`src/hdl/assert_macros.svh`:
```
// assert_macros.svh: assertion macros shared by the vertex generator RTL.
// Depends on nothing; files that assert include it by name.
`ifndef ASSERT_MACROS_SVH
`define ASSERT_MACROS_SVH

// Generic clocked assertion with an explicit clock and active-low reset.
`define HVG_ASSERT_ON(clk_s, rst_s, lbl, prop, msg) \
  lbl: assert property (@(posedge clk_s) disable iff (!rst_s) prop) else $error(msg);

// Assertion on the local clk and rst_n.
`define HVG_ASSERT(lbl, prop, msg) `HVG_ASSERT_ON(clk, rst_n, lbl, prop, msg)

`endif

```
`src/hdl/hvg_pkg.sv`:
```
// hvg_pkg: widths, register indexes, command/status structs and the
// per-vertex corner table of the heightmap vertex generator. No dependencies.
`timescale 1ns / 1ps

package hvg_pkg;

  // Field widths
  localparam int GRID_W     = 9;
  localparam int TEX_W      = 17;
  localparam int PERIOD_W   = 9;
  localparam int SCALE_W    = 16;
  localparam int HS_W       = 8;
  localparam int CNT_W      = 8;
  localparam int Y_W        = 24;
  localparam int XZ_W       = 9;
  localparam int CFG_DATA_W = 17;
  localparam int CFG_IDX_W  = 3;
  localparam int TPROD_W    = TEX_W + CNT_W;

  // Configuration register indexes
  localparam logic [CFG_IDX_W-1:0] REG_GRID_WIDTH   = 3'd0;
  localparam logic [CFG_IDX_W-1:0] REG_GRID_HEIGHT  = 3'd1;
  localparam logic [CFG_IDX_W-1:0] REG_TEX_STEP     = 3'd2;
  localparam logic [CFG_IDX_W-1:0] REG_TEX_PERIOD   = 3'd3;
  localparam logic [CFG_IDX_W-1:0] REG_HEIGHT_SCALE = 3'd4;

  // Item opcodes
  localparam logic OP_LOAD = 1'b0;
  localparam logic OP_GEN  = 1'b1;

  localparam logic [TEX_W-1:0] ONE_Q16 = 17'h10000;

  // Sequencing limits
  localparam logic [2:0] VTX_LAST   = 3'd5;
  localparam logic [2:0] FETCH_LAST = 3'd4;

  // Corner pixel slots
  localparam logic [1:0] PIX_LD = 2'd0;
  localparam logic [1:0] PIX_LU = 2'd1;
  localparam logic [1:0] PIX_RU = 2'd2;
  localparam logic [1:0] PIX_RD = 2'd3;

  // dx selects the right column and u_r, dz the upper row and v_up
  typedef struct packed {
    logic [1:0] pix;
    logic       dx;
    logic       dz;
    logic       last;
  } vtx_info_t;

  typedef struct packed {
    logic       load_wr;
    logic       load_step;
    logic       mul;
    logic       addr;
    logic       rd_en;
    logic [1:0] rd_idx;
    logic       emit;
    logic [2:0] vidx;
    logic       advance;
  } hvg_cmd_t;

  typedef struct packed {
    logic out_free;
  } hvg_sts_t;

  // Vertex order: LL, UL, UR, LL, UR, LR
  function automatic vtx_info_t vtx_info(input logic [2:0] idx);
    vtx_info_t r;
    r = '0;
    case (idx)
      3'd0: r = '{pix: PIX_LD, dx: 1'b0, dz: 1'b0, last: 1'b0};
      3'd1: r = '{pix: PIX_LU, dx: 1'b0, dz: 1'b1, last: 1'b0};
      3'd2: r = '{pix: PIX_RU, dx: 1'b1, dz: 1'b1, last: 1'b0};
      3'd3: r = '{pix: PIX_LD, dx: 1'b0, dz: 1'b0, last: 1'b0};
      3'd4: r = '{pix: PIX_RU, dx: 1'b1, dz: 1'b1, last: 1'b0};
      3'd5: r = '{pix: PIX_RD, dx: 1'b1, dz: 1'b0, last: 1'b1};
      default: r = '0;
    endcase
    return r;
  endfunction

endpackage

```
`src/hdl/hvg_ctrl.sv`:
```
// hvg_ctrl: sequencer for load and generate items; drives datapath commands.
// Depends on hvg_pkg.
`timescale 1ns / 1ps

module hvg_ctrl import hvg_pkg::*; (
  input  logic     clk,
  input  logic     rst_n,
  input  logic     in_valid,
  input  logic     in_op,
  output logic     in_stall,
  input  hvg_sts_t sts,
  output hvg_cmd_t cmd
);

  typedef enum logic [5:0] {
    S_IDLE  = 6'b000001,
    S_LOAD  = 6'b000010,
    S_MUL   = 6'b000100,
    S_ADDR  = 6'b001000,
    S_FETCH = 6'b010000,
    S_EMIT  = 6'b100000
  } state_t;

  state_t     state_r, state_nxt;
  logic [2:0] cnt_r, cnt_nxt;
  logic [2:0] vidx_r, vidx_nxt;
  logic       accept;

  assign in_stall = (state_r != S_IDLE) || !rst_n;
  assign accept   = in_valid && !in_stall;

  // Next state and commands
  always_comb begin
    state_nxt  = state_r;
    cnt_nxt    = cnt_r;
    vidx_nxt   = vidx_r;
    cmd        = '0;
    cmd.rd_idx = cnt_r[1:0];
    cmd.vidx   = vidx_r;
    case (state_r)
      S_IDLE: begin
        if (accept) begin
          if (in_op == OP_GEN) begin
            state_nxt = S_MUL;
          end else begin
            cmd.load_wr = 1'b1;
            state_nxt   = S_LOAD;
          end
        end
      end
      S_LOAD: begin
        cmd.load_step = 1'b1;
        state_nxt     = S_IDLE;
      end
      S_MUL: begin
        cmd.mul   = 1'b1;
        state_nxt = S_ADDR;
      end
      S_ADDR: begin
        cmd.addr  = 1'b1;
        cnt_nxt   = '0;
        state_nxt = S_FETCH;
      end
      S_FETCH: begin
        // reads in the first four steps, the last step drains the multiply
        cmd.rd_en = (cnt_r != FETCH_LAST);
        if (cnt_r == FETCH_LAST) begin
          vidx_nxt  = '0;
          state_nxt = S_EMIT;
        end else begin
          cnt_nxt = cnt_r + 3'd1;
        end
      end
      S_EMIT: begin
        if (sts.out_free) begin
          cmd.emit = 1'b1;
          if (vidx_r == VTX_LAST) begin
            cmd.advance = 1'b1;
            state_nxt   = S_IDLE;
          end else begin
            vidx_nxt = vidx_r + 3'd1;
          end
        end
      end
      default: state_nxt = S_IDLE;
    endcase
  end

  always_ff @(posedge clk) begin
    if (!rst_n) begin
      state_r <= S_IDLE;
      cnt_r   <= '0;
      vidx_r  <= '0;
    end else begin
      state_r <= state_nxt;
      cnt_r   <= cnt_nxt;
      vidx_r  <= vidx_nxt;
    end
  end

endmodule

```
`config.mk`:
```
export PLATFORM = sky130hd
export DESIGN_NAME = hvg_ctrl
export DESIGN_NICKNAME = d
export VERILOG_FILES = /design/src/hdl/assert_macros.svh /design/src/hdl/hvg_pkg.sv /design/src/hdl/hvg_ctrl.sv
export SDC_FILE = /design/constraint.sdc
export NUM_CORES = 1
export LEC_CHECK = 0
export BUFFER_PORTS_ARGS = -buffer_cell sky130_fd_sc_hd__buf_2
export CORE_MARGIN = 5
export CORE_UTILIZATION = 43
export CTS_CLUSTER_SIZE = 20
export DETAILED_ROUTE_END_ITERATION = 6
export GPL_ROUTABILITY_DRIVEN = 0
export PLACE_DENSITY = 0.65
export SETUP_SLACK_MARGIN = 0.3
export SLEW_MARGIN = 20
export SYNTH_ARGS = -nofsm -noshare
export SYNTH_HDL_FRONTEND = slang
export SYNTH_SLANG_ARGS = --single-unit
export TNS_END_PERCENT = 1
```
`constraint.sdc`:
```
create_clock -name clk -period 2.4 [get_ports clk]
set_input_delay 0.48 -clock clk [delete_from_list [all_inputs] [get_ports clk]]
set_output_delay 0.48 -clock clk [all_outputs]
set_load 0.005 [all_outputs]
```
**After elaboration in Yosys (flattened, before gate mapping)**

Index checks and enable logic that the tools add are counted.
W data, S select, Z words.

- Flip-flop bits (word level): 12
- Bits of input ports: 5
- Output and inout bits: 13
- Logic and storage cells: 54

- Add/sub/neg operators: 2
- Equal/unequal tests: 16
- Multiplexer cells: 24
- Reductions and logical operators: 9

Operators by type and width:

| cell | number |
|---|---|
| $pmux W6 S5 | 1 |
| $mux W6 | 4 |
| $mux W3 | 5 |
| $mux W1 | 12 |
| $ne A2 B2 Y1 const B | 6 |
| $pmux W3 S2 | 2 |
| $reduce_and A4 Y1 | 2 |
| $add A3 B1 Y3 const B | 2 |
| $eq A3 B3 Y1 const B | 2 |
| $eq A6 B1 Y1 const B | 1 |
| $eq A6 B2 Y1 const B | 1 |
| $eq A6 B3 Y1 const B | 1 |
| $eq A6 B4 Y1 const B | 1 |
| $eq A6 B5 Y1 const B | 1 |
| $eq A6 B6 Y1 const B | 1 |
| $ne A6 B1 Y1 const B | 1 |
| $reduce_bool A2 Y1 | 2 |
| $ne A3 B3 Y1 const B | 1 |
| $logic_not A1 Y1 | 2 |
| $reduce_and A2 Y1 | 1 |
| $logic_and A1 B1 Y1 | 1 |
| $logic_or A1 B1 Y1 | 1 |

**Logic depth before layout (Yosys ltp)**

Gate-level depths: netlist of run 1.

- Depth after elaboration: 6
- Gate-level depth with buffers: 6
- Mapped depth without buffers: 6

**Worst setup path after synthesis of run 1**

OpenSTA, ideal clock, no wires.

- Path type: reg2out
- Start: register state_r[2]
- End: output port cmd[11] (netlist bit)
- Arrival: 1360 ps
- Data required time: 1920 ps
- Slack: 560 ps
- Stages on the path, launching flop included: 6
- Path buffers: 1
- Cell sequence: dfxtp_1 buf_6 or4_4 nor3_1 nand3_1 nor2_1

RTL lines:

| element | RTL line | RTL |
|---|---|---|
| start, declared | hvg_ctrl.sv:24 | `state_t state_r, state_nxt;` |
| start signal, assigned | hvg_ctrl.sv:95 | `state_r <= state_nxt;` |
| end, declared | hvg_ctrl.sv:12 | `output hvg_cmd_t cmd` |

==> summary.md, run 1 <==
| Metric | Value |
|---|---|
| Leakage Power | 0.429 nW |
| Synth area leaders | dfxtp_1, ha_1, nand3_1 |
| Yosys top cell by area | dfxtp_1 |
| Setup TNS | 0 ns |
| Syn nets | 93 |
| CTS Buffer Depth | 2 |
| Total track usage | 0.141 |
| Antenna diode count | 0 |
| Fmax achieved | 460 MHz |
| Reg clk slew, reported paths | 0.07 ns |
| Antenna viol nets, final | 0 |
| Total number of vias | 694 |
| Worst path cell trace | or4_4 -> nor3_4 -> nand3_2 -> nor2_1 -> buf_2 |
| Number of flops mapped to enable cells by yosys | 0 |
| Root Buffer | clkbuf_4 |
| Fin. max-slew vios | 0 |
| Kind of critical path | register to primary output |
| Post-Route WL | 1720 um |
| Count leader, synth | dfxtp_1 |
| Fin. Hold Viols | 0 |
| Top-area cell type share of the netlist area | 0.324 |
| VDD IR-drop max | 0.290 mV |
| Most common library cells after synthesis | dfxtp_1, inv_1, nand3_1, nor2_1 |
| Rel. slew slack | 0.687 |
| Final Cell Area | 900 um2 |
| Share of layout cells above drive strength 1 | 0.324 |
| Buf/Inv on CP | 1 |
| Critical Path RT | 1.92 ns |
| Cells after DPL | 115 |
| Final Util | 0.533 |
| Avg Vias per Cell | 5.69 |
| Hold_ws | 0.388 ns |
| DR WL/cell | 14.1 um |
| Clock Sinks | 12 |
| Hold WC Path Type | input pin to register |
| Synth-to-layout area growth | 21.2% |
| Yosys reg bits | 12 |
| Worst skew pair latency | 0.27 ns |
| First-pass GRT wire length | 2790 um |
| Syn Inst Count | 84 |
| Starting Density | 0.439 |
| IO Port Bufs | 17 |
| Status | finished, final reports clean |
| Sequential share of the synthesized area | 0.324 |
| Hold Buf Count CTS | 0 |
| Minimum clock period | 2.17 ns |
| Count of cell types in the netlist | 36 |
| Clk_skew | 0.000732 ns |
| Unrepaired setup endpoints after global routing | true |
| Total grt overflow | 0 |
| Largest net degree at the start of global routing | 10 |
| Number of global-route vias before repair | 639 |
| Die Y | 51.5 um |
| Cell family with most CP delay | simple AND/OR/NAND/NOR gates |
| CP max stage delay | 0.56 ns |
| Setup Viol. Count Final | 0 |
| Die area | 2660 um2 |
| Final period util | 0.905 |
| CP startpoint kind | register |
| DPL Wire Length | 1220 um |
| Row Count | 15 |
| DR iter-0 viols | 8 |
| Mean Syn Cell Area | 8.83 um2 |
| Die span in x | 51.5 um |
| Slowest-stage cell, CP | or4_4 |
| DP Area | 822 um2 |
| Core area | 1690 um2 |
| Critical path arrival | 1.69 ns |
| Num CTS Buffers | 3 |
| Mapped Area | 742 um2 |
| DRC violations left | 0 |
| Initial antenna violation count | 0 |
| CTS tree | done |
| Layout fillers | 173 |
| Crit. End Element | primary output |
| YS warnings | 0 |
| 1st-pass router iterations | 4 |
| Io pins | 18 |
| Crit-path max FO | 7 |
| P per Cell Area | 439 nW/um2 |
| Max capacitance violation total | 0 |
| Most used DFF post-synth | dfxtp_1 |
| Fin cells | 122 |
| H-tree levels | 1 |
| Ys async rst share | 0 |
| Nets@finish | 116 |
| Slew @ Worst Pin | 0.467 ns |
cell usage in the layout (no fill, tap or decap), types with 2 or more instances in the layout:
| cell | synthesis | routed |
|---|---|---|
| a21oi_1 | 5 | 5 |
| a211oi_1 | 2 | 2 |
| ha_1 | 4 | 4 |
| buf_2 | 0 | 17 |
| nand2_1 | 5 | 5 |
| inv_1 | 8 | 8 |
| a211o_1 | 3 | 3 |
| nor2_1 | 7 | 7 |
| buf_4 | 2 | 4 |
| o211ai_1 | 2 | 2 |
| dfxtp_1 | 12 | 9 |
| dfxtp_4 | 0 | 2 |
| clkbuf_4 | 0 | 3 |
| nand3_1 | 7 | 6 |
| and3_1 | 2 | 2 |
| nor2b_1 | 2 | 2 |
final cells by class:
cell class	instances	area (um2)	area share
clock buffers	3	22.5	0.0250
inverters	9	33.8	0.0376
multi-input cells	60	458	0.509
flip-flops and latches	12	249	0.277
well taps	17	21.3	0.0236
repair buffers	21	115	0.128
final timing paths:
kind / slack, ns / from / depth (start not counted) / to
worst max-delay path: 0.23 / state_r[5] / 5 / cmd[11]
worst max register to register: 0.73 / state_r[4] / 5 / vidx_r[1]
worst min register to register: 0.51 / cnt_r[1] / 2 / cnt_r[1]
worst min-delay path: 0.39 / in_op / 2 / state_r[1]
layer usage:
metal / vias up / global-route usage / wire (um)
met5: - / 0 / 0
met4: 0 / 0.0786 / 35
met3: 4 / 0.0344 / 50
met2: 8 / 0.229 / 838
met1: 331 / 0.168 / 792
li1: 351 / - / -
per-stage QoR:
| step | power (mW) | setup slack [ns] |
|---|---|---|
| after floorplan | 0.249 | 0.560 |
| after global placement | 0.264 | 0.443 |
| after detailed placement | 0.264 | 0.427 |
| after CTS | 0.397 | 0.258 |
| after global routing | 0.415 | 0.161 |
| final | 0.395 | 0.228 |
registers in the layout, summed over array words and instances (netlist names):
name / cells
state_r: 6
cnt_r: 3
vidx_r: 3
repair_timing:
item,4_1_cts,5_1_grt
setup buffers,2,2
endpoints found under the setup margin,2,6
gates resized for setup,7,1
endpoints found under the hold margin,0,0
pin swaps,1,0
power by group:
part	switching [mW]	internal, mW	leakage [nW]
combinational	0.0305	0.0284	0.316
clock	0.0683	0.0582	0.0138
sequential	0.00872	0.201	0.0992
total	0.107	0.288	0.429
worst reg2reg max path, cell delays in order, from the launching register on:
cell and delay [ns]:
dfxtp_1 0.49, nor4b_4 0.34, buf_4 0.18, nand4_4 0.15
a211o_1 0.30, a21oi_1 0.14
cell families (layout without fill, tap and decap cells):
logic type,count (synthesis),in the layout,share of synthesized area
flops,12,12,0.324
buf+inv,12,33,0.0809
xor+xnor,2,2,0.0236
compound gates,20,20,0.191
fa+ha+maj,4,4,0.0675
simple gates,34,34,0.314
(Power assumes the default switching activity.)
==> run 2, diff against run 1 <==
--- a/config.mk
+++ b/config.mk
@@ -5,15 +5,15 @@
 export SDC_FILE = /design/constraint.sdc
 export NUM_CORES = 1
 export LEC_CHECK = 0
-export BUFFER_PORTS_ARGS = -buffer_cell sky130_fd_sc_hd__buf_2
 export CORE_MARGIN = 5
 export CORE_UTILIZATION = 43
 export CTS_CLUSTER_SIZE = 20
 export DETAILED_ROUTE_END_ITERATION = 6
+export DONT_BUFFER_PORTS = 1
 export GPL_ROUTABILITY_DRIVEN = 0
-export PLACE_DENSITY = 0.65
+export PLACE_DENSITY = 0.59
 export SETUP_SLACK_MARGIN = 0.3
-export SLEW_MARGIN = 20
+export SLEW_MARGIN = 10
 export SYNTH_ARGS = -nofsm -noshare
 export SYNTH_HDL_FRONTEND = slang
 export SYNTH_SLANG_ARGS = --single-unit
==> constraint.sdc (replaced) <==
create_clock -name clk -period 1.75 [get_ports clk]
set_input_delay 0.35 -clock clk [delete_from_list [all_inputs] [get_ports clk]]
set_output_delay 0.35 -clock clk [all_outputs]
set_load 0.005 [all_outputs]
==> run 2 against run 1 <==
  * Via count shrank 9.9%
  * Count of clock-buffer cells in the layout unchanged
  * Largest cell class unchanged
  * Critical path type unchanged
  * Critical path depth down 1
  * Clock skew rose by 0.0040 ns
  * Critical endpoint unchanged
  * The flow now finishes with violations (setup timing)
  * Routed wire length decreased by 9.6%
  * First-iteration DRC count is 38% lower
  * Utilization fell by 2.7 points
  * Die area stayed put
==> summary.md, run 2 (synthesis gave the netlist of run 1 again) <==
| Metric | Value |
|---|---|
| Status | finished, violations left (was finished, final reports clean) |
| Violated checks | setup timing |
| Met2 wire len | 743 um (was 838 um) |
| DR WL/cell | 14.5 um (was 14.1 um) |
| CP max stage delay | 0.56 ns (about the same) |
| Hold Buf Count CTS | 0 (unchanged) |
| Crit. End Element | primary output (unchanged) |
| Worst skew pair latency | 0.26 ns (was 0.27 ns) |
| Number of flip-flops in the largest register | 6 (unchanged) |
| Avg Vias per Cell | 5.84 (was 5.69) |
| Slew @ Worst Pin | 0.405 ns (was 0.467 ns) |
| Die Y | 51.5 um (unchanged) |
| M1 WL | 734 um (was 792 um) |
| Antenna diode count | 0 (unchanged) |
| DPL Wire Length | 1230 um (was 1220 um) |
| First-pass GRT wire length | 2760 um (was 2790 um) |
| Clk_skew | 0.00476 ns (was 0.000732 ns) |
| Leakage Power | 0.356 nW (was 0.429 nW) |
| Total track usage | 0.137 (was 0.141) |
| Rel. slew slack | 0.729 (was 0.687) |
| Fmax achieved | 525 MHz |
| Multi-input gate area | 479 um2 (was 458 um2) |
| Row Count | 15 (unchanged) |
| Reg power frac | 0.541 (was 0.531) |
| Layout fillers | 165 (was 173) |
| Part of the power in combinational logic | 0.157 (was 0.149) |
| Worst path cell trace | or4_4 -> nor3_4 -> nand3_2 -> nor2_2 (was or4_4 -> nor3_4 -> nand3_2 -> nor2_1 -> buf_2) |
| Initial antenna violation count | 0 (unchanged) |
| Fin. Hold Viols | 0 (unchanged) |
| Setup Viol. Count Final | 4 (was 0) |
| Final worst slack | -0.155 ns (was 0.228 ns) |
| Antenna viol nets, final | 0 (unchanged) |
| Minimum clock period | 1.90 ns |
| Clock Sinks | 12 (unchanged) |
| DR iter-0 viols | 5 (was 8) |
| Unrepaired setup endpoints after global routing | true (unchanged) |
| Register area | 245 um2 (was 249 um2) |
| CP startpoint kind | register (unchanged) |
| Max capacitance violation total | 0 (unchanged) |
| Slowest-stage cell, CP | or4_4 (unchanged) |
| Synth-to-layout area growth | 15.2% (was 21.2%) |
| H-tree levels | 1 (unchanged) |
| Top routing layer used | met3 (was met4) |
| VDD IR-drop max | 0.323 mV (was 0.290 mV) |
| Final period util | 1.09 |
| Crit-path max FO | 3 (was 7) |
| Critical path arrival | 1.55 ns (was 1.69 ns) |
| Nets@finish | 101 (was 116) |
| Die area | 2660 um2 (unchanged) |
| Most common library cell in the layout ignoring fill and taps | dfxtp_1 (was buf_2) |
| R2r worst-path depth | 4 (was 5) |
| Io pins | 18 (unchanged) |
| Total number of vias | 625 (was 694) |
| Reg with most FFs | state_r (unchanged) |
| Internal power | 0.400 mW (was 0.288 mW) |
| Biggest regs | state_r x6, cnt_r x3, vidx_r x3 (unchanged) |
| Kind of critical path | register to primary output (unchanged) |
| Final Cell Area | 855 um2 (was 900 um2) |
| Most frequent cells in the layout | dfxtp_1, inv_1 (was buf_2, dfxtp_1, inv_1) |
| Hold WC Path Type | input pin to register (unchanged) |
| Core area | 1690 um2 (unchanged) |
| DRC violations left | 0 (unchanged) |
| Clock network fraction of total power | 0.302 (was 0.320) |
| DP Area | 779 um2 (was 822 um2) |
| Starting Density | 0.439 (unchanged) |
| Post-Route WL | 1550 um (was 1720 um) |
| CTS tree | done (unchanged) |
| Critical Path RT | 1.40 ns (was 1.92 ns) |
| WL met3 | 73 um (was 50 um) |
| Fin. max-slew vios | 0 (unchanged) |
| P_sw | 0.131 mW (was 0.107 mW) |
| Die span in x | 51.5 um (unchanged) |
| Num CTS Buffers | 3 (unchanged) |
| Switch share | 0.247 (was 0.272) |
| Reg clk slew, reported paths | 0.06 ns (was 0.07 ns) |
| IO Port Bufs | 0 (was 17) |
| Dpl ws | 0.0987 ns (was 0.427 ns) |
| Share of layout cells above drive strength 1 | 0.289 (was 0.324) |
| 1st-pass router iterations | 4 (unchanged) |
| P per Cell Area | 622 nW/um2 (was 439 nW/um2) |
| Root Buffer | clkbuf_4 (unchanged) |
| Total grt overflow | 0 (unchanged) |
| Largest net degree at the start of global routing | 9 (was 10) |
| Hold Path Depth | 1 (was 2) |
| Number of global-route vias before repair | 641 (was 639) |
| Hold_ws | 0.146 ns (was 0.388 ns) |
| CTS Buffer Depth | 2 (unchanged) |
-- run 2: metal layers --
metal	vias to the layer above	global-route usage
li1	319	-
met5	-	0
met1	295	0.159
met4	0	0.0568
met3	0	0.0487
met2	11	0.227
-- run 2: per-stage QoR --
stage	util	setup TNS (ns)	total power, mW	std cells
6_report	0.506	-0.326	0.531	107
4_1_cts	0.496	-0.432	0.536	106
2_1_floorplan	-	0	0.344	84
5_1_grt	0.506	-0.918	0.559	107
3_3_place_gp	0.461	0	0.360	103
3_5_place_dp	0.461	0	0.360	103
-- run 2: final timing paths --
check | startpoint | endpoint | slack, ns
hold reg to reg | cnt_r[1] | cnt_r[1] | 0.52
setup reg to reg | state_r[0] | state_r[0] | 0.05
hold / removal | in_op | state_r[1] | 0.15
setup / recovery | state_r[5] | cmd[11] | -0.15
-- run 2: layout make-up --
type,count,area share
clock buffers,3,0.0264
inverters,9,0.0395
flip-flops and latches,12,0.287
multi-input cells,60,0.561
well taps,17,0.0249
repair buffers,6,0.0615
-- run 2: critical path, delay by kind of cell, from the launching register on --
kind             cells  cell delay [ns]
and+or+nand+nor      4             0.97
DFF                  1             0.32
-- run 2: power by group through the flow --
stage	combinational, mW	sequential [mW]	clock [mW]
5_1_grt	0.0903	0.289	0.180
4_1_cts	0.0799	0.288	0.169
3_5_place_dp	0.0682	0.292	0
3_3_place_gp	0.0670	0.293	0
6_report	0.0832	0.288	0.160
2_1_floorplan	0.0526	0.291	0
-- run 2: repair_timing --
action,CTS,global route
endpoints found under the hold margin,0,0
pin swaps,9,7
setup buffers,0,1
setup endpoints to repair,15,18
resized for setup,11,4
