===== config.mk =====
export PLATFORM = sky130hd
export DESIGN_NAME = hvg_cfg
export DESIGN_NICKNAME = d
export VERILOG_FILES = /design/src/hdl/assert_macros.svh /design/src/hdl/hvg_pkg.sv /design/src/hdl/hvg_cfg.sv
export SDC_FILE = /design/constraint.sdc
export NUM_CORES = 1
export LEC_CHECK = 0
export ABC_AREA = 1
export BUFFER_PORTS_ARGS = -buffer_cell sky130_fd_sc_hd__buf_2
export CAP_MARGIN = 5
export CORE_MARGIN = 2
export CORE_UTILIZATION = 53
export CTS_CLUSTER_SIZE = 16
export DETAILED_ROUTE_END_ITERATION = 12
export GPL_TIMING_DRIVEN = 0
export HOLD_SLACK_MARGIN = 0.08
export PLACE_DENSITY = 0.93
export REMOVE_ABC_BUFFERS = 1
export SYNTH_ARGS = -nofsm -noshare
export SYNTH_HDL_FRONTEND = slang
export SYNTH_SLANG_ARGS = --single-unit
export TNS_END_PERCENT = 1

===== constraint.sdc =====
create_clock -name clk -period 2.1 [get_ports clk]
set_input_delay 0.42 -clock clk [delete_from_list [all_inputs] [get_ports clk]]
set_output_delay 0.42 -clock clk [all_outputs]
set_load 0.02 [all_outputs]

===== src/hdl/assert_macros.svh =====
// assert_macros.svh: assertion macros shared by the vertex generator RTL.
// Depends on nothing; files that assert include it by name.
`ifndef ASSERT_MACROS_SVH
`define ASSERT_MACROS_SVH

// Generic clocked assertion with an explicit clock and active-low reset.
`define HVG_ASSERT_ON(clk_s, rst_s, lbl, prop, msg) \
  lbl: assert property (@(posedge clk_s) disable iff (!rst_s) prop) else $error(msg);

// Assertion on the local clk and rst_n.
`define HVG_ASSERT(lbl, prop, msg) `HVG_ASSERT_ON(clk, rst_n, lbl, prop, msg)

`endif


===== src/hdl/hvg_pkg.sv =====
// hvg_pkg: widths, register indexes, command/status structs and the
// per-vertex corner table of the heightmap vertex generator. No dependencies.
`timescale 1ns / 1ps

package hvg_pkg;

  // Field widths
  localparam int GRID_W     = 9;
  localparam int TEX_W      = 17;
  localparam int PERIOD_W   = 9;
  localparam int SCALE_W    = 16;
  localparam int HS_W       = 8;
  localparam int CNT_W      = 8;
  localparam int Y_W        = 24;
  localparam int XZ_W       = 9;
  localparam int CFG_DATA_W = 17;
  localparam int CFG_IDX_W  = 3;
  localparam int TPROD_W    = TEX_W + CNT_W;

  // Configuration register indexes
  localparam logic [CFG_IDX_W-1:0] REG_GRID_WIDTH   = 3'd0;
  localparam logic [CFG_IDX_W-1:0] REG_GRID_HEIGHT  = 3'd1;
  localparam logic [CFG_IDX_W-1:0] REG_TEX_STEP     = 3'd2;
  localparam logic [CFG_IDX_W-1:0] REG_TEX_PERIOD   = 3'd3;
  localparam logic [CFG_IDX_W-1:0] REG_HEIGHT_SCALE = 3'd4;

  // Item opcodes
  localparam logic OP_LOAD = 1'b0;
  localparam logic OP_GEN  = 1'b1;

  localparam logic [TEX_W-1:0] ONE_Q16 = 17'h10000;

  // Sequencing limits
  localparam logic [2:0] VTX_LAST   = 3'd5;
  localparam logic [2:0] FETCH_LAST = 3'd4;

  // Corner pixel slots
  localparam logic [1:0] PIX_LD = 2'd0;
  localparam logic [1:0] PIX_LU = 2'd1;
  localparam logic [1:0] PIX_RU = 2'd2;
  localparam logic [1:0] PIX_RD = 2'd3;

  // dx selects the right column and u_r, dz the upper row and v_up
  typedef struct packed {
    logic [1:0] pix;
    logic       dx;
    logic       dz;
    logic       last;
  } vtx_info_t;

  typedef struct packed {
    logic       load_wr;
    logic       load_step;
    logic       mul;
    logic       addr;
    logic       rd_en;
    logic [1:0] rd_idx;
    logic       emit;
    logic [2:0] vidx;
    logic       advance;
  } hvg_cmd_t;

  typedef struct packed {
    logic out_free;
  } hvg_sts_t;

  // Vertex order: LL, UL, UR, LL, UR, LR
  function automatic vtx_info_t vtx_info(input logic [2:0] idx);
    vtx_info_t r;
    r = '0;
    case (idx)
      3'd0: r = '{pix: PIX_LD, dx: 1'b0, dz: 1'b0, last: 1'b0};
      3'd1: r = '{pix: PIX_LU, dx: 1'b0, dz: 1'b1, last: 1'b0};
      3'd2: r = '{pix: PIX_RU, dx: 1'b1, dz: 1'b1, last: 1'b0};
      3'd3: r = '{pix: PIX_LD, dx: 1'b0, dz: 1'b0, last: 1'b0};
      3'd4: r = '{pix: PIX_RU, dx: 1'b1, dz: 1'b1, last: 1'b0};
      3'd5: r = '{pix: PIX_RD, dx: 1'b1, dz: 1'b0, last: 1'b1};
      default: r = '0;
    endcase
    return r;
  endfunction

endpackage


===== src/hdl/hvg_cfg.sv =====
// hvg_cfg: configuration registers and grid-size saturation.
// Depends on hvg_pkg.
`timescale 1ns / 1ps

module hvg_cfg import hvg_pkg::*; #(
  parameter int MAX_WIDTH  = 256,
  parameter int MAX_HEIGHT = 256,
  localparam int EWW = $clog2(MAX_WIDTH + 1),
  localparam int EHW = $clog2(MAX_HEIGHT + 1)
) (
  input  logic                  clk,
  input  logic                  rst_n,
  input  logic                  cfg_we,
  input  logic [CFG_IDX_W-1:0]  cfg_index,
  input  logic [CFG_DATA_W-1:0] cfg_data,
  output logic [EWW-1:0]        eff_w,
  output logic [EHW-1:0]        eff_h,
  output logic [TEX_W-1:0]      tex_step,
  output logic [PERIOD_W-1:0]   tex_period,
  output logic [SCALE_W-1:0]    height_scale
);

  logic [GRID_W-1:0]   gw_r;
  logic [GRID_W-1:0]   gh_r;
  logic [TEX_W-1:0]    step_r;
  logic [PERIOD_W-1:0] period_r;
  logic [SCALE_W-1:0]  scale_r;

  // Register writes
  always_ff @(posedge clk) begin
    if (!rst_n) begin
      gw_r     <= 9'd256;
      gh_r     <= 9'd256;
      step_r   <= 17'd2048;
      period_r <= 9'd32;
      scale_r  <= 16'd6554;
    end else if (cfg_we) begin
      case (cfg_index)
        REG_GRID_WIDTH:   gw_r     <= cfg_data[GRID_W-1:0];
        REG_GRID_HEIGHT:  gh_r     <= cfg_data[GRID_W-1:0];
        REG_TEX_STEP:     step_r   <= cfg_data[TEX_W-1:0];
        REG_TEX_PERIOD:   period_r <= cfg_data[PERIOD_W-1:0];
        REG_HEIGHT_SCALE: scale_r  <= cfg_data[SCALE_W-1:0];
        default: ;
      endcase
    end
  end

  // Clamp grid size to 1..MAX
  always_comb begin
    if (gw_r == '0) begin
      eff_w = EWW'(1);
    end else if (32'(gw_r) > MAX_WIDTH) begin
      eff_w = EWW'(MAX_WIDTH);
    end else begin
      eff_w = EWW'(gw_r);
    end
    if (gh_r == '0) begin
      eff_h = EHW'(1);
    end else if (32'(gh_r) > MAX_HEIGHT) begin
      eff_h = EHW'(MAX_HEIGHT);
    end else begin
      eff_h = EHW'(gh_r);
    end
  end

  assign tex_step     = step_r;
  assign tex_period   = period_r;
  assign height_scale = scale_r;

endmodule


# Yosys cells after proc, flatten, opt, wreduce, memory -nomap -nowiden
# Cells that the tools add are included.
# word_totals
register_bits	60
wordCells	23
input_bits	23
output_inout_bits	60
# op_classes
reduce_logical	8
mux	4
n_eq_ne	4
order_cmp	2
# ops
cell	count
9-bit 2-to-1 mux	4
9-bit > comparator, second input constant	2
9-bit logical NOT	2
2-bit AND reduction	5
3-bit by 2-bit == test with 1-bit output, second input constant	2
3-bit by 1-bit == test with 1-bit output, second input constant	1
3-bit == test, second input constant	1
3-bit logical NOT	1

# Depth between registers and ports, before layout
# Gate-level depths: netlist of the first run.
# logic_depth
depth_word	3
mapped_depth	7
mapped_depth_nobuf	6

# Worst setup path after synthesis of the first run
# OpenSTA, ideal clock, no wires.
# synth_timing
path_type	reg-to-output
start	reg gw_r[6]
end	out eff_w[1]
n_path_buf	0
arrival_ns	1.077
stages_incl_launch_ff	6
path_slack_ns	0.603
t_required_ns	1.680
cell_sequence	dfxtp_1 nor2_1 nand2_1 o21ai_0 inv_1 nor2_1
# synth_via
elab_chain_len	3
elab_cells_between_ends	4
classes_between	order compare: 1; mux: 2; reduce/logical: 1
# synth_lines
element	line	text
start: declaration	hvg_cfg.sv:23	logic [GRID_W-1:0] gw_r;
start signal: assignment	hvg_cfg.sv:39	REG_GRID_WIDTH: gw_r <= cfg_data[GRID_W-1:0];
9-bit > comparator	hvg_cfg.sv:53	end else if (32'(gw_r) > MAX_WIDTH) begin
9-bit 2-to-1 mux	hvg_cfg.sv:53	
9-bit 2-to-1 mux (*)	hvg_cfg.sv:51	if (gw_r == '0) begin
end: declaration	hvg_cfg.sv:16	output logic [EWW-1:0] eff_w,
# Mark *: on every way between the ends. The rest lies on a longest branch, timed or not.

# Worst setup path after layout of the first run
# layout_timing
start	reg gh_r[5]
end	out eff_h[1]
# layout_via
elab_chain_len	3
elab_cells_between_ends	4
classes_between	order compare: 1; mux: 2; reduce/logical: 1
# layout_lines
element	line	text
start: declaration	hvg_cfg.sv:24	logic [GRID_W-1:0] gh_r;
start signal: assignment	hvg_cfg.sv:40	REG_GRID_HEIGHT: gh_r <= cfg_data[GRID_W-1:0];
9-bit > comparator	hvg_cfg.sv:60	end else if (32'(gh_r) > MAX_HEIGHT) begin
9-bit 2-to-1 mux	hvg_cfg.sv:60	
9-bit 2-to-1 mux (*)	hvg_cfg.sv:58	if (gh_r == '0) begin
end: declaration	hvg_cfg.sv:17	output logic [EHW-1:0] eff_h,
# Marks and branches as above.

==> results.py, run 1 <==
metrics = {
    "setup_path": {
        "r2r-start": "gw_r[8]$_SDFFE_PN1P_",
        "crit_start": "gh_r[5]$_SDFFE_PN0P_",
        "cp-end-kind": "primary output",
        "r2r_cells": 2,
        "startpoint_type": "flop",
        "cpMaxStageDelayCell": "nor2_1",
        "path_buf_inv": 2,
        "cpMostUsedCell": "nor2_1",
        "crit_fanout": 7,
        "cp_cell_sequence": "inv_1, nand3_1, nor2_1, nor2_1, nor2_1, buf_2",
        "worst-endpoint-arrival_ns": 1.56,
        "path_class": "reg -> out",
        "critPathMaxStageDelay_ns": 0.37,
        "cp.depth": 6,
        "critical_path.top_delay_family": "simple AND/OR/NAND/NOR gates",
        "r2r-end": "gw_r[8]$_SDFFE_PN1P_",
        "reg2reg_slack_ns": 1.43,
        "crit_required_ns": 1.68,
    },
    "status": {
        "status": "completed",
    },
    "pwr": {
        "vdd.ir_drop.worst_mv": 0.727,
        "clkPwrFrac": 0.415,
        "p_leak_uw": 0.00139,
        "power_switching_share": 0.261,
        "intPower_uw": 1870,
        "p_comb_frac": 0.113,
        "power_frac_seq": 0.472,
        "power.switching_uw": 661,
        "p_per_area_nw_per_um2": 856,
    },
    "min_path": {
        "hold_path_depth": 3,
        "hp-class": "in -> reg",
        "hold_end": "tex_step[11]$_SDFFE_PN1P_",
        "min_from": "cfg_data[11]",
    },
    "sta": {
        "max_slew_margin": 0.491,
        "hold_violations": 0,
        "fin_setup_tns_ns": 0,
        "skew_ns": 0,
        "min_period_over_period": 0.944,
        "finalSetupViolations": 0,
        "timing.fmax_mhz": 504,
        "period_needed_ns": 1.98,
        "maxSlewViolCount": 0,
        "rsz0062_at_grt": "false",
        "fin_ws_ns": 0.117,
        "tightest_slew_ns": 0.763,
    },
    "floorplanning": {
        "die_h_um": 70.8,
        "die_x_um": 70.8,
        "core-area_um2": 4320,
        "ios": 83,
        "rows": 24,
        "start_util": 0.546,
        "die_area_um2": 5010,
    },
    "global_routing": {
        "track_usage": 0.251,
        "grt_max_degree": 54,
        "grt_pass1_vias": 2189,
        "grt_pass1_wl_um": 10000,
        "use_met2": 0.407,
        "grt_use_met3": 0.0513,
        "grt_use_met1": 0.307,
        "gr-max-usage-layer": "met2",
        "antenna_found_initial": 0,
        "grt-ovfl-total": 0,
    },
    "layout": {
        "final_nets": 424,
        "n_antenna_cell": 0,
        "syn_to_final_growth_pct": 25.3,
        "mostFrequentLayoutCells": "nor2_1, buf_2, dfxtp_1",
        "layout_commonest_cell": "nor2_1",
        "drive_gt1_frac": 0.266,
    },
    "clocking": {
        "ctsLongestPathBuffers": 2,
        "cts_setup_buffers": 0,
        "h-tree-depth": 3,
        "cts_sinks": 60,
        "tritoncts": "built",
        "cts_root_buffer": "clkbuf_8",
        "insertion_delay_ns": 0.34,
        "cts_hold_buf": 0,
        "path_clk_slew_ns": 0.06,
        "numCtsBuffers": 9,
    },
    "synthesis": {
        "ys_ff_latch": 60,
        "syn_inst": 323,
        "syn-cell-area_um2": 2360,
        "synthDistinctLibCells": 21,
        "ys_warn_count": 0,
        "synth.avg_cell_area_um2": 7.31,
        "yosysSeqAreaShare": 0.508,
    },
    "placement": {
        "port_buffers": 82,
        "gp_congestion": 0.802,
        "hpwl_um": 3890,
        "dp_slack_ns": 0.354,
    },
    "detailed_routing": {
        "antenna_left": 0,
        "totalWireLength_um": 6100,
        "drcViolationCount": 0,
        "post_drt_wl_per_cell_um": 13.3,
        "routed-via-count": 2389,
        "viasPerCell": 5.22,
        "firstDrtPassIters": 5,
        "drt_iter0_markers": 217,
    },
    "run": {
        "max-cap-violations": 0,
    },
}
what timing repair did:
| item | CTS | global route |
|---|---|---|
| endpoints found under the setup margin | 0 | 2 |
| hold endpoints to repair | 0 | 0 |
| resized for setup | 0 | 1 |
per-stage QoR:
step           hold WS (ns)  instances  power [uW]  area (um^2)  utilization
6_report              0.297        458        2530         2960        0.685
3_3_place_gp          0.449        442        1490         2760        0.638
2_1_floorplan         0.455        308        1380         2280            -
3_5_place_dp          0.452        442        1500         2760        0.638
5_1_grt               0.335        458        2610         2960        0.685
4_1_cts               0.300        458        2530         2960        0.685
logic make-up after synthesis:
kind of cell           after synthesis  synth area share
AO/OA/AOI/OAI                       51             0.109
buffers and inverters               41            0.0757
AND/OR/NAND/NOR                    171             0.307
flip-flops                          60             0.508
registers in the layout (all words and copies together) (netlist names):
signal	flops
gh_r	9
gw_r	9
height_scale	16
tex_period	9
tex_step	17
power groups by stage:
stage | Combinational (uW) | Clock (uW) | Sequential [uW]
after CTS | 285 | 1040 | 1200
final | 286 | 1050 | 1200
after global routing | 316 | 1090 | 1200
after global placement | 272 | 0 | 1220
after detailed placement | 278 | 0 | 1220
after floorplan | 130 | 0 | 1250
synthesized netlist by cell type:
library cell  instances  area share
nand3_4               1      0.0074
nand3_2               3       0.013
o21ai_1               5       0.011
nor2_4                1      0.0048
clkbuf_1              8       0.013
nand3_1              12       0.025
a21oi_1               8       0.017
clkinv_2              1      0.0021
inv_1                21       0.033
nand4_1               9       0.024
o211ai_1              1      0.0032
inv_2                 3      0.0048
nor2_1              105        0.17
nand2_1              38       0.060
clkinv_1              1      0.0016
o21ai_0              37       0.078
buf_2                 4      0.0085
dfxtp_1              60        0.51
buf_4                 1      0.0032
nor2_2                2      0.0053
buf_6                 2      0.0095
routing by layer:
layer  routed length, um  part of all wire
met1                2540              0.42
met2                3020              0.49
met3                 357             0.059
met4                 185             0.030
met5                   0                 0
worst min-delay path: stages:
cell,delay [ns]
buf_2,0.09
nand2_1,0.05
nand3_1,0.05
worst max-delay path by stage:
stage,end,slack (ns)
floorplan,eff_w[1],0.60
global placement,height_scale[6]$_SDFFE_PN0P_,0.42
detailed placement,height_scale[7]$_SDFFE_PN1P_,0.35
CTS,eff_h[1],0.14
global route,eff_h[1],0.004
finish,eff_h[1],0.12
layout make-up:
class	count	area (um^2)
Fill cell	355	1360
Sequential cell	60	1200
Multi-Input combinational cell	222	982
Timing Repair Buffer	82	410
Clock buffer	12	155
Inverter	26	98.8
Tap cell	52	65.1
Clock inverter	4	47.5
(Power assumes the default switching activity.)
==> run 2, diff against run 1 <==
CELL_PAD_IN_SITES_DETAIL_PLACEMENT = 2   (was not set)
CELL_PAD_IN_SITES_GLOBAL_PLACEMENT = 2   (was not set)
CORE_UTILIZATION = 28   (was 53)
PLACE_DENSITY = 0.92   (was 0.93)
==> run 2 against run 1 <==
Net effect:
- highest routed layer unchanged
- flip-flop and latch count unchanged
- first-iteration DRC count down 63%
- combinational power up 5%
- utilization down 32 points
- largest power group unchanged
- via count up 1.5%
- worst setup slack better by 0.092 ns
- wire length up 36%
==> results.py, run 2 (synthesis results as in run 1) <==
metrics = {
    "layout": {
        "drive_gt1_frac": 0.265,
        "syn_to_final_growth_pct": 26.3,
        "layout_commonest_cell": "nor2_1",
        "mostFrequentLayoutCells": "nor2_1, buf_2, dfxtp_1",
        "n_antenna_cell": 0,
        "fillCellCount": 1006,
        "largest_reg_flops": 17,
        "final_nets": 424,
        "fin_util": 0.363,
    },
    "setup_path": {
        "reg2reg_slack_ns": 1.45,
        "cpMostUsedCell": "nor2_1",
        "critPathMaxStageDelay_ns": 0.34,
        "path_buf_inv": 1,
        "cp_cell_sequence": "nor2_1, nand3_1, nor2_1, nor2_2, nor2_1, buf_2",
        "cpMaxStageDelayCell": "dfxtp_1",
        "worst-endpoint-arrival_ns": 1.47,
        "startpoint_type": "flop",
        "critical_path.top_delay_family": "simple AND/OR/NAND/NOR gates",
        "crit_fanout": 7,
        "cp-end-kind": "primary output",
        "crit_required_ns": 1.68,
        "path_class": "reg -> out",
    },
    "clocking": {
        "insertion_delay_ns": 0.33,
        "cts_root_buffer": "clkbuf_8",
        "cts_hold_buf": 0,
        "h-tree-depth": 3,
        "cts_setup_buffers": 0,
        "path_clk_slew_ns": 0.07,
        "ctsResizeCount": 0,
        "ctsLongestPathBuffers": 2,
        "cts_sinks": 60,
        "tritoncts": "built",
        "numCtsBuffers": 9,
    },
    "pwr": {
        "total_power_uw": 2380,
        "clkPwrFrac": 0.369,
        "p_comb_frac": 0.127,
        "power_frac_seq": 0.504,
        "power_switching_share": 0.283,
        "vdd.ir_drop.worst_mv": 0.327,
        "p_leak_uw": 0.00138,
        "power.switching_uw": 673,
        "intPower_uw": 1710,
        "p_per_area_nw_per_um2": 798,
    },
    "floorplanning": {
        "rows": 33,
        "die_h_um": 95.9,
        "die_area_um2": 9190,
        "ios": 83,
        "core-area_um2": 8220,
        "die_x_um": 95.9,
        "start_util": 0.287,
    },
    "global_routing": {
        "grt_pass1_vias": 2524,
        "grt_pass1_wl_um": 12800,
        "grt_max_degree": 54,
        "track_usage": 0.184,
        "grt-ovfl-total": 0,
        "antenna_found_initial": 0,
    },
    "detailed_routing": {
        "totalWireLength_um": 8290,
        "post_drt_wl_per_cell_um": 16.3,
        "drt_iter0_markers": 80,
        "firstDrtPassIters": 4,
        "viasPerCell": 4.76,
        "drcViolationCount": 0,
        "routed-via-count": 2424,
        "antenna_left": 0,
    },
    "sta": {
        "timing.fmax_mhz": 529,
        "min_period_over_period": 0.901,
        "rsz0062_at_grt": "false",
        "skew_ns": 0,
        "max_slew_margin": 0.429,
        "fin_setup_tns_ns": 0,
        "maxSlewViolCount": 0,
        "period_needed_ns": 1.89,
        "tightest_slew_ns": 0.856,
        "finalSetupViolations": 0,
        "hold_violations": 0,
    },
    "placement": {
        "port_buffers": 82,
        "hpwl_um": 5900,
        "gp_congestion": 0.713,
    },
    "min_path": {
        "hp-class": "in -> reg",
    },
    "run": {
        "max-cap-violations": 0,
    },
    "status": {
        "status": "completed",
    },
}
## run 2: metal layers
metal	vias to the layer above	share of wire	track usage
met5	-	0	0
met4	0	0.011	0.0500
met3	7	0.034	0.0399
met2	50	0.52	0.337
met1	1187	0.43	0.215
li1	1180	-	-
## run 2: cell type report
| class | count | area, um^2 | area share |
|---|---|---|---|
| tap | 105 | 131 | 0.0440 |
| clock inverter | 3 | 15.0 | 0.00503 |
| timing repair buffer | 82 | 410 | 0.138 |
| inverter | 26 | 98.8 | 0.0331 |
| sequential | 60 | 1200 | 0.403 |
| clock buffer | 11 | 141 | 0.0474 |
| multi-input combinational | 222 | 985 | 0.330 |
## run 2: path summary, 6_finish.rpt
path	from	to	depth (start not counted)
hold reg to reg	tex_period[2]$_SDFFE_PN0P_	tex_period[2]$_SDFFE_PN0P_	2
hold / removal	cfg_data[11]	height_scale[11]$_SDFFE_PN1P_	3
setup reg to reg	tex_period[8]$_SDFFE_PN0P_	tex_period[8]$_SDFFE_PN0P_	2
setup / recovery	gh_r[2]$_SDFFE_PN0P_	eff_h[4]	6
## run 2: stage by stage
| step | hold slack (ns) | worst slack, ns | cells | area, um^2 |
|---|---|---|---|---|
| 6_report | 0.302 | 0.209 | 509 | 2980 |
| 5_1_grt | 0.309 | 0.0464 | 509 | 2980 |
| 4_1_cts | 0.298 | 0.0670 | 509 | 2980 |
| 3_5_place_dp | 0.459 | 0.255 | 495 | 2820 |
| 3_3_place_gp | 0.451 | 0.334 | 495 | 2820 |
| 2_1_floorplan | 0.455 | 0.603 | 308 | 2280 |
## run 2: power groups by stage
| stage | logic [uW] | registers (uW) | clock network [uW] |
|---|---|---|---|
| after floorplan | 130 | 1250 | 0 |
| after global placement | 283 | 1220 | 0 |
| after detailed placement | 301 | 1230 | 0 |
| after CTS | 305 | 1200 | 899 |
| after global routing | 335 | 1200 | 949 |
| final | 301 | 1200 | 879 |
## run 2: tightest hold or removal path: cells and delay by family
kind,cells,cell delay (ns)
simple gates,2,0.10
buf+inv,1,0.09
==> run 3, diff against run 2 <==
==> constraint.sdc (replaced) <==
create_clock -name clk -period 2.1 [get_ports clk]
set_input_delay 0.105 -clock clk [delete_from_list [all_inputs] [get_ports clk]]
set_output_delay 0.105 -clock clk [all_outputs]
set_load 0.02 [all_outputs]
==> run 3 against run 2 <==
Net effect:
- hold slack got worse by 0.21 ns
- global-route usage up 0.20 points
- register-to-register slack is essentially flat
- non-clock buffer count grew 8
- cell count increased by 1.6%
- count of clock-buffer cells in the layout stayed put
- largest cell class unchanged
- critical endpoint unchanged
==> results.py, run 3 (synthesis results as in run 1) <==
metrics = {
    "status": {
        "status": "completed",
    },
    "layout": {
        "layout_commonest_cell": "nor2_1",
        "multi_input_area_um2": 982,
        "fin_util": 0.372,
        "drive_gt1_frac": 0.257,
        "fin_area_um2": 3060,
        "fillCellCount": 994,
        "seqCellArea_um2": 1200,
        "syn_to_final_growth_pct": 29.6,
        "mostFrequentLayoutCells": "nor2_1, buf_2, dfxtp_1",
        "largest_reg_flops": 17,
        "final_nets": 432,
        "n_antenna_cell": 0,
        "fin_cells": 517,
    },
    "setup_path": {
        "worst-endpoint-arrival_ns": 1.57,
        "cp-end-kind": "primary output",
        "crit_start": "gh_r[2]$_SDFFE_PN0P_",
        "r2r-end": "tex_period[8]$_SDFFE_PN0P_",
        "r2r_cells": 2,
        "critPathMaxStageDelay_ns": 0.38,
        "crit_fanout": 7,
        "cpMostUsedCell": "nor2_1",
        "cpMaxStageDelayCell": "nor2_1",
        "cp.depth": 6,
        "startpoint_type": "flop",
        "critical_path.top_delay_family": "simple AND/OR/NAND/NOR gates",
        "crit_required_ns": 2.00,
        "path_buf_inv": 1,
        "r2r-start": "tex_period[8]$_SDFFE_PN0P_",
        "cp_cell_sequence": "nor2_1, nand3_1, nor2_1, nor2_1, nor2_1, buf_2",
        "reg2reg_slack_ns": 1.45,
        "endpoint": "eff_h[4]",
        "path_class": "reg -> out",
    },
    "global_routing": {
        "antenna_found_initial": 0,
        "grt_pass1_vias": 2563,
        "grt_max_degree": 54,
        "track_usage": 0.186,
        "grt_pass1_wl_um": 12900,
        "grt-ovfl-total": 0,
    },
    "clocking": {
        "cts_setup_buffers": 0,
        "cts_root_buffer": "clkbuf_8",
        "ctsLongestPathBuffers": 2,
        "numCtsBuffers": 9,
        "cts_sinks": 60,
        "insertion_delay_ns": 0.33,
        "path_clk_slew_ns": 0.06,
        "h-tree-depth": 3,
        "tritoncts": "built",
    },
    "pwr": {
        "p_leak_uw": 0.00141,
        "p_per_area_nw_per_um2": 780,
        "vdd.ir_drop.worst_mv": 0.325,
    },
    "floorplanning": {
        "die_h_um": 95.9,
        "core-area_um2": 8220,
        "start_util": 0.287,
        "die_area_um2": 9190,
        "die_x_um": 95.9,
        "ios": 83,
        "rows": 33,
    },
    "detailed_routing": {
        "dr_wl_met2_um": 4440,
        "post_drt_wl_per_cell_um": 16.2,
        "drcViolationCount": 0,
        "firstDrtPassIters": 4,
        "antenna_left": 0,
        "routed-via-count": 2447,
        "wl_met1_um": 3570,
        "top_layer_used": "met4",
        "wl_met3_um": 259,
        "viasPerCell": 4.73,
        "totalWireLength_um": 8370,
        "drt_iter0_markers": 68,
    },
    "sta": {
        "rsz0062_at_grt": "false",
        "min_period_over_period": 0.797,
        "whs_ns": 0.0937,
        "maxSlewViolCount": 0,
        "period_needed_ns": 1.67,
        "hold_violations": 0,
        "timing.fmax_mhz": 598,
        "max_slew_margin": 0.442,
        "tightest_slew_ns": 0.837,
        "fin_setup_tns_ns": 0,
        "skew_ns": 0,
        "finalSetupViolations": 0,
    },
    "placement": {
        "hpwl_um": 5900,
        "port_buffers": 82,
        "gp_congestion": 0.713,
        "dp_cells": 495,
        "placed_area_um2": 2820,
    },
    "min_path": {
        "hp-class": "in -> reg",
    },
    "run": {
        "max-cap-violations": 0,
    },
}
run 3: through the flow:
step / power, uW / worst slack (ns)
global route: 2500 / 0.247
floorplan: 1380 / 0.918
detailed placement: 1530 / 0.570
finish: 2390 / 0.427
global placement: 1510 / 0.649
CTS: 2420 / 0.382
run 3: area by class of cell:
class / instances / share of cell area
flip-flops and latches: 60 / 0.392
multi-input cells: 222 / 0.321
repair buffers: 90 / 0.160
clock buffers: 11 / 0.0462
well taps: 105 / 0.0429
inverters: 26 / 0.0323
clock inverters: 3 / 0.00491
run 3: layer usage:
| layer | GRT usage | up-vias |
|---|---|---|
| met5 | 0 | - |
| met1 | 0.216 | 1200 |
| li1 | - | 1197 |
| met3 | 0.0399 | 7 |
| met2 | 0.343 | 43 |
| met4 | 0.0500 | 0 |
run 3: repair_timing:
action                                  CTS  global route
hold endpoints to repair                 13             0
hold buffers                              8             0
gates resized for setup                   0             0
endpoints found under the setup margin    0             0
run 3: power by group:
part | internal (uW) | switching [uW] | total (uW)
logic | 98.1 | 213 | 311
clock network | 441 | 434 | 875
registers | 1180 | 23.3 | 1200
run 3: worst min path at each step:
stage,from,to,cells past startpoint
floorplan,rst_n,gh_r[8]$_SDFFE_PN1P_,1
global route,cfg_data[3],height_scale[3]$_SDFFE_PN1P_,3
global placement,cfg_data[12],height_scale[12]$_SDFFE_PN1P_,3
finish,cfg_data[3],height_scale[3]$_SDFFE_PN1P_,3
detailed placement,cfg_data[11],height_scale[11]$_SDFFE_PN1P_,3
CTS,cfg_data[8],gh_r[8]$_SDFFE_PN1P_,3
run 3: worst min-delay path: stages:
cell and delay, ns:
buf_2 0.15, nand2_1 0.07, nand3_1 0.06
